[config.mk]
export PLATFORM = sky130hd
export DESIGN_NAME = block_mean_rms_extremes
export DESIGN_NICKNAME = d
export VERILOG_FILES = /design/src/sv/bmre_pkg.sv /design/src/sv/bmre_alu.sv /design/src/sv/block_mean_rms_extremes.sv
export SDC_FILE = /design/constraint.sdc
export NUM_CORES = 2
export LEC_CHECK = 0
export ABC_CLOCK_PERIOD_IN_PS = 31000
export BUFFER_PORTS_ARGS = -buffer_cell sky130_fd_sc_hd__buf_2
export CELL_PAD_IN_SITES_DETAIL_PLACEMENT = 1
export CELL_PAD_IN_SITES_GLOBAL_PLACEMENT = 1
export CORE_MARGIN = 2
export CORE_UTILIZATION = 32
export DETAILED_ROUTE_END_ITERATION = 8
export MAX_ROUTING_LAYER = met4
export PLACE_DENSITY = 0.58
export SLEW_MARGIN = 20
export SYNTH_ARGS = -nofsm -noshare
export SYNTH_HDL_FRONTEND = slang
export SYNTH_HIERARCHICAL = 1
export SYNTH_SLANG_ARGS = --single-unit
[constraint.sdc]
create_clock -name i_clk -period 31 [get_ports i_clk]
set_clock_uncertainty 0.2 [all_clocks]
set_input_delay 3.1 -clock i_clk [delete_from_list [all_inputs] [get_ports i_clk]]
set_output_delay 3.1 -clock i_clk [all_outputs]
set_load 0.005 [all_outputs]
[src/sv/bmre_pkg.sv]
// ============================================================================
// bmre_pkg: shared types and constants
// State encoding, arithmetic unit opcodes, status codes and register indexes
// for the blockwise mean / RMS statistics block.
// ============================================================================
package bmre_pkg;

    localparam int OUT_W      = 24;        // width of every numeric result
    localparam int RMS_W      = 24;
    localparam int RMS_CAP    = 8388608;   // RMS saturates here
    localparam int FRAC_SH    = 8;         // 8 fraction bits on means
    localparam int RMS_SH     = 16;        // 2 * FRAC_SH, applied before sqrt
    localparam int TENTH_DIV  = 10;
    localparam int RUN_W      = 18;
    localparam int RLEN_W     = 17;
    localparam int CFG_DATA_W = 18;
    localparam int CFG_IDX_W  = 2;
    localparam int STAT_W     = 2;

    localparam logic [CFG_IDX_W-1:0] REG_RUN_SETTING   = 2'd0;
    localparam logic [CFG_IDX_W-1:0] REG_RECORD_LENGTH = 2'd1;

    localparam logic [STAT_W-1:0] STAT_OK     = 2'd0;
    localparam logic [STAT_W-1:0] STAT_SHORT  = 2'd1;
    localparam logic [STAT_W-1:0] STAT_BADLEN = 2'd2;

    typedef enum logic [1:0] {
        OP_MUL,
        OP_DIV,
        OP_SQRT
    } t_alu_op;

    typedef struct packed {
        logic    start;
        t_alu_op op;
    } t_alu_req;

    typedef enum logic [3:0] {
        ST_LEN,
        ST_IDLE,
        ST_SQ,
        ST_LQ,
        ST_LL,
        ST_DEVN,
        ST_RMS,
        ST_DEVL,
        ST_MEAN,
        ST_UPD,
        ST_TMEAN,
        ST_TDIV,
        ST_TRMS,
        ST_FIN
    } t_state;

endpackage

[src/sv/bmre_alu.sv]
// ============================================================================
// bmre_alu: shared iterative arithmetic unit
// Shift-add multiply, restoring divide and digit-by-digit square root, one
// add/compare step per cycle. Pulses o_done when o_result is valid.
// ============================================================================
module bmre_alu #(
    parameter int W = 82
) (
    input  logic              i_clk,
    input  logic              i_rst_n,
    input  bmre_pkg::t_alu_req i_req,
    input  logic [W-1:0]      i_a,
    input  logic [W-1:0]      i_b,
    output logic              o_done,
    output logic [W-1:0]      o_result
);
    import bmre_pkg::*;

    localparam int CNT_W = $clog2(W + 1);

    logic              r_busy, r_done;
    t_alu_op           r_op;
    logic [W-1:0]      r_x, r_y, n_x, n_y;
    logic [W:0]        r_z, n_z;
    logic [CNT_W-1:0]  r_cnt, n_cnt;
    logic              finish;
    logic [W:0]        div_t;
    logic [W-1:0]      sq_t;

    always_comb begin
        div_t  = {r_z[W-1:0], r_x[W-1]};
        sq_t   = r_z[W-1:0] + r_y;
        n_x    = r_x;
        n_y    = r_y;
        n_z    = r_z;
        n_cnt  = r_cnt;
        finish = 1'b0;
        unique case (r_op)
            OP_MUL: begin
                if (r_y == '0) begin
                    finish = 1'b1;
                end else begin
                    if (r_y[0]) n_z = r_z + {1'b0, r_x};
                    n_x = r_x << 1;
                    n_y = r_y >> 1;
                end
            end
            OP_DIV: begin
                if (r_cnt == '0) begin
                    finish = 1'b1;
                end else begin
                    if (div_t >= {1'b0, r_y}) begin
                        n_z = div_t - {1'b0, r_y};
                        n_x = {r_x[W-2:0], 1'b1};
                    end else begin
                        n_z = div_t;
                        n_x = {r_x[W-2:0], 1'b0};
                    end
                    n_cnt = r_cnt - 1'b1;
                end
            end
            OP_SQRT: begin
                // r_x remainder, r_z root, r_y current bit
                if (r_y == '0) begin
                    finish = 1'b1;
                end else begin
                    if (r_x >= sq_t) begin
                        n_x = r_x - sq_t;
                        n_z = {1'b0, (r_z[W-1:0] >> 1) + r_y};
                    end else begin
                        n_z = {1'b0, r_z[W-1:0] >> 1};
                    end
                    n_y = r_y >> 2;
                end
            end
            default: finish = 1'b1;
        endcase
    end

    always_ff @(posedge i_clk) begin
        if (!i_rst_n) begin
            r_busy <= 1'b0;
            r_done <= 1'b0;
            r_op   <= OP_MUL;
        end else begin
            r_done <= 1'b0;
            if (i_req.start) begin
                r_busy <= 1'b1;
                r_op   <= i_req.op;
            end else if (r_busy && finish) begin
                r_busy <= 1'b0;
                r_done <= 1'b1;
            end
        end
    end

    always_ff @(posedge i_clk) begin
        if (i_req.start) begin
            r_x   <= i_a;
            r_z   <= '0;
            r_cnt <= CNT_W'(W);
            if (i_req.op == OP_SQRT) r_y <= W'(1) << (W - 2);
            else                     r_y <= i_b;
        end else if (r_busy) begin
            r_x   <= n_x;
            r_y   <= n_y;
            r_z   <= n_z;
            r_cnt <= n_cnt;
        end
    end

    assign o_done   = r_done;
    assign o_result = (r_op == OP_DIV) ? r_x : r_z[W-1:0];

endmodule

[src/sv/block_mean_rms_extremes.sv]
// ============================================================================
// block_mean_rms_extremes: blockwise mean / RMS statistics over a record
// Accumulates signed samples, closes fixed-length blocks, tracks extremes of
// block mean and RMS, and reports them with total mean and pooled RMS.
// ============================================================================
// A sample that neither closes its block nor ends the record is taken in the
// idle state, and the block stays ready for the next sample while no
// configuration write is pending. Closing a block runs a sequence on one
// shared shift-add / subtract unit (bmre_alu). The sequence is three
// multiplies, each one step per significant bit of its second operand. It
// then runs three divides of ALU_W steps and one square root of ALU_W/2
// steps, and one more state (ST_UPD) folds the block in. The last sample of
// a record with status ok adds two divides and a square root more before
// the result is written to the output register; the result then waits
// there while the next record streams in. After reset and after each write
// to the run setting or record length register the block length is
// resolved with one divide, or directly when the setting gives the length,
// before the first sample is taken. Writing either register restarts the
// record. Samples past the last complete block count toward the record but
// are otherwise ignored. A status other than ok yields a result whose other
// fields are all zero.
module block_mean_rms_extremes #(
    parameter int RECORD_MAX  = 65536,
    parameter int SAMPLE_BITS = 16
) (
    input  logic                                 i_clk,
    input  logic                                 i_rst_n,
    // configuration write
    input  logic                                 i_cfg_valid,
    output logic                                 o_cfg_ready,
    input  logic [bmre_pkg::CFG_IDX_W-1:0]       i_cfg_index,
    input  logic [bmre_pkg::CFG_DATA_W-1:0]      i_cfg_data,
    // sample input
    input  logic                                 i_valid,
    output logic                                 o_ready,
    input  logic signed [SAMPLE_BITS-1:0]        i_sample,
    // result output
    output logic                                 o_valid,
    input  logic                                 i_ready,
    output logic [bmre_pkg::STAT_W-1:0]          o_status,
    output logic signed [bmre_pkg::OUT_W-1:0]    o_min_mean,
    output logic signed [bmre_pkg::OUT_W-1:0]    o_max_mean,
    output logic [bmre_pkg::OUT_W-1:0]           o_min_rms,
    output logic [bmre_pkg::OUT_W-1:0]           o_max_rms,
    output logic signed [bmre_pkg::OUT_W-1:0]    o_total_mean,
    output logic [bmre_pkg::OUT_W-1:0]           o_total_rms
);
    import bmre_pkg::*;

    localparam int LEN_W  = $clog2(RECORD_MAX + 1);
    localparam int SUM_W  = SAMPLE_BITS + LEN_W;
    localparam int SQ_W   = 2 * SAMPLE_BITS + LEN_W;
    localparam int TD_W   = 2 * SAMPLE_BITS + LEN_W;
    localparam int MEAN_W = SAMPLE_BITS + FRAC_SH + 1;
    localparam int ALU_W  = 2 * SAMPLE_BITS + 2 * LEN_W + RMS_SH;

    t_state r_state, n_state;

    // configuration
    logic signed [RUN_W-1:0]  r_run;
    logic [RLEN_W-1:0]        r_rlen;
    logic [LEN_W-1:0]         r_len;
    logic [LEN_W-1:0]         rec_n;
    logic signed [31:0]       run_w, n_w;
    logic                     len_tenth, len_neg, len_direct;
    logic [RUN_W-1:0]         run_mag;
    logic [STAT_W-1:0]        stat;

    // accumulators
    logic signed [SUM_W-1:0]  r_bsum, r_tsum, n_bsum;
    logic [SQ_W-1:0]          r_bsq, n_bsq;
    logic [LEN_W-1:0]         r_bfill, r_rfill;
    logic [TD_W-1:0]          r_tdev;
    logic signed [MEAN_W-1:0] r_mmin, r_mmax, r_mean, r_tm;
    logic [RMS_W-1:0]         r_rmin, r_rmax, r_rms, r_trms;
    logic                     r_first, r_rec_end;

    // scratch for the close sequence
    logic [ALU_W-1:0]         r_s2, r_v, r_ll;

    // sample path
    logic signed [2*SAMPLE_BITS-1:0] x_sq;
    logic                     blk_close, rec_end;
    logic [SUM_W-1:0]         bsum_mag, tsum_mag;

    // shared unit
    t_alu_req                 alu_req;
    logic [ALU_W-1:0]         alu_a, alu_b, alu_res, alu_q;
    logic                     alu_done, r_issued, alu_state;
    logic [RMS_W-1:0]         rms_cap;

    // handshakes
    logic                     cfg_acc, cfg_hit, in_acc, out_free;
    logic                     r_ovalid;
    logic [STAT_W-1:0]        r_ostat;
    logic signed [OUT_W-1:0]  r_omin_m, r_omax_m, r_otm;
    logic [OUT_W-1:0]         r_omin_r, r_omax_r, r_otr;

    bmre_alu #(.W(ALU_W)) u_alu (
        .i_clk    (i_clk),
        .i_rst_n  (i_rst_n),
        .i_req    (alu_req),
        .i_a      (alu_a),
        .i_b      (alu_b),
        .o_done   (alu_done),
        .o_result (alu_res)
    );

    // ---- record and block length resolution --------------------------------
    always_comb begin
        if (r_rlen == '0)                  rec_n = LEN_W'(1);
        else if (32'(r_rlen) > RECORD_MAX) rec_n = LEN_W'(RECORD_MAX);
        else                               rec_n = LEN_W'(r_rlen);
    end

    assign run_w      = 32'(r_run);
    assign n_w        = signed'(32'(rec_n));
    assign len_tenth  = (r_run == '0) || (run_w > n_w);
    assign len_neg    = r_run < 0;
    assign len_direct = !len_tenth && !len_neg;
    assign run_mag    = RUN_W'(-r_run);

    always_comb begin
        if (rec_n < LEN_W'(2))                  stat = STAT_SHORT;
        else if (r_len == '0 || r_len >= rec_n) stat = STAT_BADLEN;
        else                                    stat = STAT_OK;
    end

    // ---- handshakes ----------------------------------------------------------
    assign o_cfg_ready = (r_state == ST_IDLE);
    assign o_ready     = (r_state == ST_IDLE) && !i_cfg_valid;
    assign cfg_acc     = i_cfg_valid && o_cfg_ready;
    assign cfg_hit     = cfg_acc && (i_cfg_index == REG_RUN_SETTING ||
                                     i_cfg_index == REG_RECORD_LENGTH);
    assign in_acc      = i_valid && o_ready;
    assign out_free    = !r_ovalid || i_ready;

    // ---- sample path ---------------------------------------------------------
    assign x_sq      = i_sample * i_sample;
    assign n_bsum    = r_bsum + SUM_W'(i_sample);
    assign n_bsq     = r_bsq + SQ_W'($unsigned(x_sq));
    assign blk_close = (r_bfill + 1'b1) >= r_len;
    assign rec_end   = (r_rfill + 1'b1) >= rec_n;
    assign bsum_mag  = r_bsum < 0 ? SUM_W'(-r_bsum) : SUM_W'(r_bsum);
    assign tsum_mag  = r_tsum < 0 ? SUM_W'(-r_tsum) : SUM_W'(r_tsum);

    // ---- next state ------------------------------------------------------------
    always_comb begin
        n_state = r_state;
        unique case (r_state)
            ST_LEN:   if (len_direct || alu_done) n_state = ST_IDLE;
            ST_IDLE: begin
                if (cfg_hit) begin
                    n_state = ST_LEN;
                end else if (in_acc) begin
                    if (stat == STAT_OK && blk_close) n_state = ST_SQ;
                    else if (rec_end)
                        n_state = (stat == STAT_OK) ? ST_TMEAN : ST_FIN;
                end
            end
            ST_SQ:    if (alu_done) n_state = ST_LQ;
            ST_LQ:    if (alu_done) n_state = ST_LL;
            ST_LL:    if (alu_done) n_state = ST_DEVN;
            ST_DEVN:  if (alu_done) n_state = ST_RMS;
            ST_RMS:   if (alu_done) n_state = ST_DEVL;
            ST_DEVL:  if (alu_done) n_state = ST_MEAN;
            ST_MEAN:  if (alu_done) n_state = ST_UPD;
            ST_UPD:   n_state = r_rec_end ? ST_TMEAN : ST_IDLE;
            ST_TMEAN: if (alu_done) n_state = ST_TDIV;
            ST_TDIV:  if (alu_done) n_state = ST_TRMS;
            ST_TRMS:  if (alu_done) n_state = ST_FIN;
            ST_FIN:   if (out_free) n_state = ST_IDLE;
            default:  n_state = ST_IDLE;
        endcase
    end

    // ---- shared unit requests ------------------------------------------------
    always_comb begin
        alu_state  = 1'b1;
        alu_req.op = OP_DIV;
        alu_a      = '0;
        alu_b      = '0;
        unique case (r_state)
            ST_LEN: begin
                alu_a = ALU_W'(rec_n);
                alu_b = len_tenth ? ALU_W'(TENTH_DIV) : ALU_W'(run_mag);
            end
            ST_SQ: begin
                alu_req.op = OP_MUL;
                alu_a      = ALU_W'(bsum_mag);
                alu_b      = ALU_W'(bsum_mag);
            end
            ST_LQ: begin
                alu_req.op = OP_MUL;
                alu_a      = ALU_W'(r_bsq);
                alu_b      = ALU_W'(r_len);
            end
            ST_LL: begin
                alu_req.op = OP_MUL;
                alu_a      = ALU_W'(r_len);
                alu_b      = ALU_W'(r_len);
            end
            ST_DEVN: begin
                alu_a = r_v << RMS_SH;
                alu_b = r_ll;
            end
            ST_RMS: begin
                alu_req.op = OP_SQRT;
                alu_a      = r_s2;
            end
            ST_DEVL: begin
                alu_a = r_v;
                alu_b = ALU_W'(r_len);
            end
            ST_MEAN: begin
                alu_a = ALU_W'(bsum_mag) << FRAC_SH;
                alu_b = ALU_W'(r_len);
            end
            ST_TMEAN: begin
                alu_a = ALU_W'(tsum_mag) << FRAC_SH;
                alu_b = ALU_W'(rec_n);
            end
            ST_TDIV: begin
                alu_a = ALU_W'(r_tdev) << RMS_SH;
                alu_b = ALU_W'(rec_n - 1'b1);
            end
            ST_TRMS: begin
                alu_req.op = OP_SQRT;
                alu_a      = r_s2;
            end
            default: alu_state = 1'b0;
        endcase
        alu_req.start = alu_state && !r_issued && !(r_state == ST_LEN && len_direct);
    end

    assign alu_q   = alu_res;
    assign rms_cap = (alu_res > ALU_W'(RMS_CAP)) ? RMS_W'(RMS_CAP) : alu_res[RMS_W-1:0];

    // ---- control and accumulators --------------------------------------------
    always_ff @(posedge i_clk) begin
        if (!i_rst_n) begin
            r_state   <= ST_LEN;
            r_issued  <= 1'b0;
            r_run     <= '0;
            r_rlen    <= RLEN_W'(1024);
            r_len     <= '0;
            r_bsum    <= '0;
            r_bsq     <= '0;
            r_bfill   <= '0;
            r_rfill   <= '0;
            r_tsum    <= '0;
            r_tdev    <= '0;
            r_mmin    <= '0;
            r_mmax    <= '0;
            r_rmin    <= '0;
            r_rmax    <= '0;
            r_first   <= 1'b1;
            r_rec_end <= 1'b0;
            r_ovalid  <= 1'b0;
        end else begin
            r_state <= n_state;
            if (alu_done)           r_issued <= 1'b0;
            else if (alu_req.start) r_issued <= 1'b1;

            // a new result may replace one taken on this same edge
            if (r_state == ST_FIN && out_free) r_ovalid <= 1'b1;
            else if (r_ovalid && i_ready)      r_ovalid <= 1'b0;

            unique case (r_state)
                ST_LEN: begin
                    if (len_direct)    r_len <= LEN_W'(r_run);
                    else if (alu_done) r_len <= LEN_W'(alu_q);
                end
                ST_IDLE: begin
                    if (cfg_hit) begin
                        if (i_cfg_index == REG_RUN_SETTING) r_run <= i_cfg_data;
                        else r_rlen <= i_cfg_data[RLEN_W-1:0];
                        r_bsum  <= '0;
                        r_bsq   <= '0;
                        r_bfill <= '0;
                        r_rfill <= '0;
                        r_tsum  <= '0;
                        r_tdev  <= '0;
                        r_mmin  <= '0;
                        r_mmax  <= '0;
                        r_rmin  <= '0;
                        r_rmax  <= '0;
                        r_first <= 1'b1;
                    end else if (in_acc) begin
                        r_rfill   <= r_rfill + 1'b1;
                        r_rec_end <= rec_end;
                        if (stat == STAT_OK) begin
                            r_bsum  <= n_bsum;
                            r_bsq   <= n_bsq;
                            r_bfill <= r_bfill + 1'b1;
                        end
                    end
                end
                ST_DEVL: if (alu_done) r_tdev <= r_tdev + TD_W'(alu_q);
                ST_UPD: begin
                    // fold this block into the extremes and the total sum
                    if (r_first || r_mean < r_mmin) r_mmin <= r_mean;
                    if (r_first || r_mean > r_mmax) r_mmax <= r_mean;
                    if (r_first || r_rms < r_rmin)  r_rmin <= r_rms;
                    if (r_first || r_rms > r_rmax)  r_rmax <= r_rms;
                    r_first <= 1'b0;
                    r_tsum  <= r_tsum + r_bsum;
                    r_bsum  <= '0;
                    r_bsq   <= '0;
                    r_bfill <= '0;
                end
                ST_FIN: begin
                    if (out_free) begin
                        r_bsum   <= '0;
                        r_bsq    <= '0;
                        r_bfill  <= '0;
                        r_rfill  <= '0;
                        r_tsum   <= '0;
                        r_tdev   <= '0;
                        r_mmin   <= '0;
                        r_mmax   <= '0;
                        r_rmin   <= '0;
                        r_rmax   <= '0;
                        r_first  <= 1'b1;
                    end
                end
                default: ;
            endcase
        end
    end

    // ---- datapath scratch and output register --------------------------------
    always_ff @(posedge i_clk) begin
        if (alu_done) begin
            unique case (r_state)
                ST_SQ:    r_s2 <= alu_q;
                ST_LQ:    r_v  <= (alu_q > r_s2) ? alu_q - r_s2 : '0;
                ST_LL:    r_ll <= alu_q;
                ST_DEVN:  r_s2 <= alu_q;
                ST_RMS:   r_rms <= rms_cap;
                ST_MEAN:  r_mean <= (r_bsum < 0) ? -MEAN_W'(alu_q) : MEAN_W'(alu_q);
                ST_TMEAN: r_tm <= (r_tsum < 0) ? -MEAN_W'(alu_q) : MEAN_W'(alu_q);
                ST_TDIV:  r_s2 <= alu_q;
                ST_TRMS:  r_trms <= rms_cap;
                default: ;
            endcase
        end
        if (r_state == ST_FIN && out_free) begin
            r_ostat <= stat;
            if (stat == STAT_OK) begin
                r_omin_m <= OUT_W'(r_mmin);
                r_omax_m <= OUT_W'(r_mmax);
                r_omin_r <= OUT_W'(r_rmin);
                r_omax_r <= OUT_W'(r_rmax);
                r_otm    <= OUT_W'(r_tm);
                r_otr    <= OUT_W'(r_trms);
            end else begin
                r_omin_m <= '0;
                r_omax_m <= '0;
                r_omin_r <= '0;
                r_omax_r <= '0;
                r_otm    <= '0;
                r_otr    <= '0;
            end
        end
    end

    assign o_valid      = r_ovalid;
    assign o_status     = r_ostat;
    assign o_min_mean   = r_omin_m;
    assign o_max_mean   = r_omax_m;
    assign o_min_rms    = r_omin_r;
    assign o_max_rms    = r_omax_r;
    assign o_total_mean = r_otm;
    assign o_total_rms  = r_otr;

endmodule

==> impl_metrics.tcl <==
set metrics [dict create \
    tightest_slew_ps 1218 \
    drv_cap 0 \
    stdcell_area_sq_um 111900 \
    vias 95940 \
    portBuffers 189 \
    cp.arrival_ps 12030 \
    drt-total-wl_microns 472800 \
    wl_per_cell_microns 29.07 \
    drive_above_1_share_pct 7.231 \
    period_share_pct 37.01 \
    async_flop_share_pct 0 \
    io-pin-count 190 \
    crit_fanout 36 \
    antenna_found_initial 36 \
    postRouteAntennaNets 0 \
    yosysTopAreaCell "edfxtp_1" \
    cts_made_buffers 154 \
    drc_errors 0 \
    grt_usage_pct 29.23 \
    synthesis.nets 13270 \
    timing.setup.tns_ps 0 \
    synthTopCellsByArea "edfxtp_1, ha_1, dfxtp_1" \
    finalSetupViolCount 0 \
    hpwl_microns 372500 \
    synth_top_area_share_pct 19.39 \
    synth-edff-count 653 \
    nNetsFinal 13170 \
    crit_path_end_kind "flop" \
    die_x_microns 566.2 \
    grt_max_degree 159 \
    hold_class "reg -> reg" \
    cts-root-buf "clkbuf_16" \
    maxSlewViolCount 0 \
    max_stage_delay_ps 740 \
    rows 206 \
    die_h_microns 566.2 \
    crit_required_ps 31550 \
    cp_common_cell "fa_1" \
    first_pass_iters 9 \
    synth_commonest_cells "nand2_1, a21oi_1, nor2_1" \
    tritoncts "built" \
    clk_latency_ps 890 \
    cts_sinks 1102 \
    status "finished, final reports clean" \
    cts_setup_buffers 0 \
    die-area_sq_um 320600 \
    syn_avg_cell_area_sq_um 8.373 \
    htree_num_levels 4 \
    final_hold_viol_count 0 \
    initial_core_util_pct 32.14 \
    cts_resized 0 \
    area_delta_synth_final_pct 10.60 \
    finalCriticalPeriod_ps 11470 \
    fmax_ghz 0.08716 \
    yosysMostFrequentCell "nand2_1" \
    yosys_warnings 6 \
    place_worst_setup_slack_ps 18590 \
    first_global_vias 97640 \
    max-slew-margin-rel_pct 17.74 \
    startpoint_type "input port" \
    seq_area_frac_synth_pct 28.27 \
    clockBufferDepth 4 \
    place.gp.congestion 0.9842 \
    hold_buffers 0 \
    rsz0062_at_grt "false" \
    first_iter_violations 8935 \
    cp_slowest_cell "fa_1" \
    yosysUniqueCellTypes 108 \
    setup_ws_ps 19530 \
    grt_first_pass_wirelength_microns 685900 \
    synth_top_flop_cell "edfxtp_1" \
    ys_ff_latch 1102 \
    critPathTopFamily "adder cells" \
    path_buf_inv 7 \
    criticalPathCategory "in -> reg" \
    synth_cells 12080 \
    overflow 0 \
    post_dp_cell_area_sq_um 106600 \
    viasPerCell 5.898 \
    clk_pin_slew_ps 60 \
    coreArea_sq_um 314700 \
    synth_area_sq_um 101100 \
]
[registers in the layout, indices dropped and copies added, names as in the netlist, 25 cells and up]
name       count
r_ll          82
r_s2          82
r_v           82
u_alu/r_x     82
u_alu/r_y     82
u_alu/r_z     82
r_bsq         49
r_tdev        49
r_bsum        33
r_tsum        33
r_mean        25
r_mmax        25
r_mmin        25
[worst min-delay path, stage by stage, from the launching register on]
cell	delay (ps)
dfxtp_1	310
nand2_1	50
mux2i_1	50
[layout by cell type (no fill, tap or decap), types with 41 or more instances in the layout]
cell	n
a211oi_1	100
a21o_1	418
a21oi_1	995
a221oi_1	125
a222oi_1	41
a22oi_1	158
a31oi_1	95
and2_1	261
and3_1	81
buf_2	188
buf_4	187
clkbuf_16	163
dfxtp_1	447
edfxtp_1	653
fa_1	246
ha_1	897
inv_1	900
mux2_2	89
mux2i_1	242
nand2_1	1201
nand2b_1	97
nand3_1	175
nand4_1	229
nor2_1	887
nor2b_1	99
nor3_1	288
nor4_1	104
o211ai_1	60
o21a_1	89
o21ai_0	704
o21bai_1	141
o221ai_1	68
o22ai_1	61
o31ai_1	48
or3_1	64
xnor2_1	485
xor2_1	306
[per-layer routing]
layer / part of all wire (%) / vias up / wire length (microns) / global-route usage, %
met1: 46 / 48970 / 219300 / 40.19
met4: 3.0 / 0 / 14080 / 7.772
met5: 0 / - / 0 / -
met2: 45 / 3002 / 211800 / 45.45
li1: - / 43440 / - / -
met3: 5.8 / 528 / 27600 / 3.119
[worst paths after layout]
kind / cells after the start / slack [ps] / start / end
setup reg to reg: 27 / 20910 / u_alu/r_y[0] / u_alu/r_z[8]
hold / removal: 2 / 260 / r_rmin[23] / r_rmin[23]
hold reg to reg: 2 / 260 / r_rmin[23] / r_rmin[23]
setup / recovery: 29 / 19530 / i_sample[15] / r_bsq[41]
[through the flow]
stage | std cells | hold WS (ps) | utilization, %
2_1_floorplan | 12080 | 234.7 | -
3_5_place_dp | 15980 | 248.9 | 33.89
5_1_grt | 16260 | 272.5 | 35.54
6_report | 16270 | 256.9 | 35.55
3_3_place_gp | 15980 | 242.0 | 33.88
4_1_cts | 16260 | 258.8 | 35.54
[cells by family after synthesis]
logic type | Yosys count | share of synthesized area (%)
flip-flops | 1102 | 28.27
multiplexers | 331 | 3.386
XOR/XNOR | 791 | 6.849
buffers and inverters | 1539 | 5.819
AO/OA/AOI/OAI | 3479 | 22.33
adder cells (fa/ha/maj) | 1146 | 16.00
AND/OR/NAND/NOR | 3692 | 17.35
[layout make-up]
type	instances	area [sq um]
repair buffers	379	2432
multi-input cells	9439	67020
flip-flops and latches	1102	28600
inverters	903	3397
clock buffers	206	4420
clock inverters	71	784.5
well taps	4160	5205
fillers	36910	202800
diodes	6	15.01
Power is left out: the tool's default activity adds up to more than one toggle a clock period on the data nets, which glitch-free logic cannot reach.
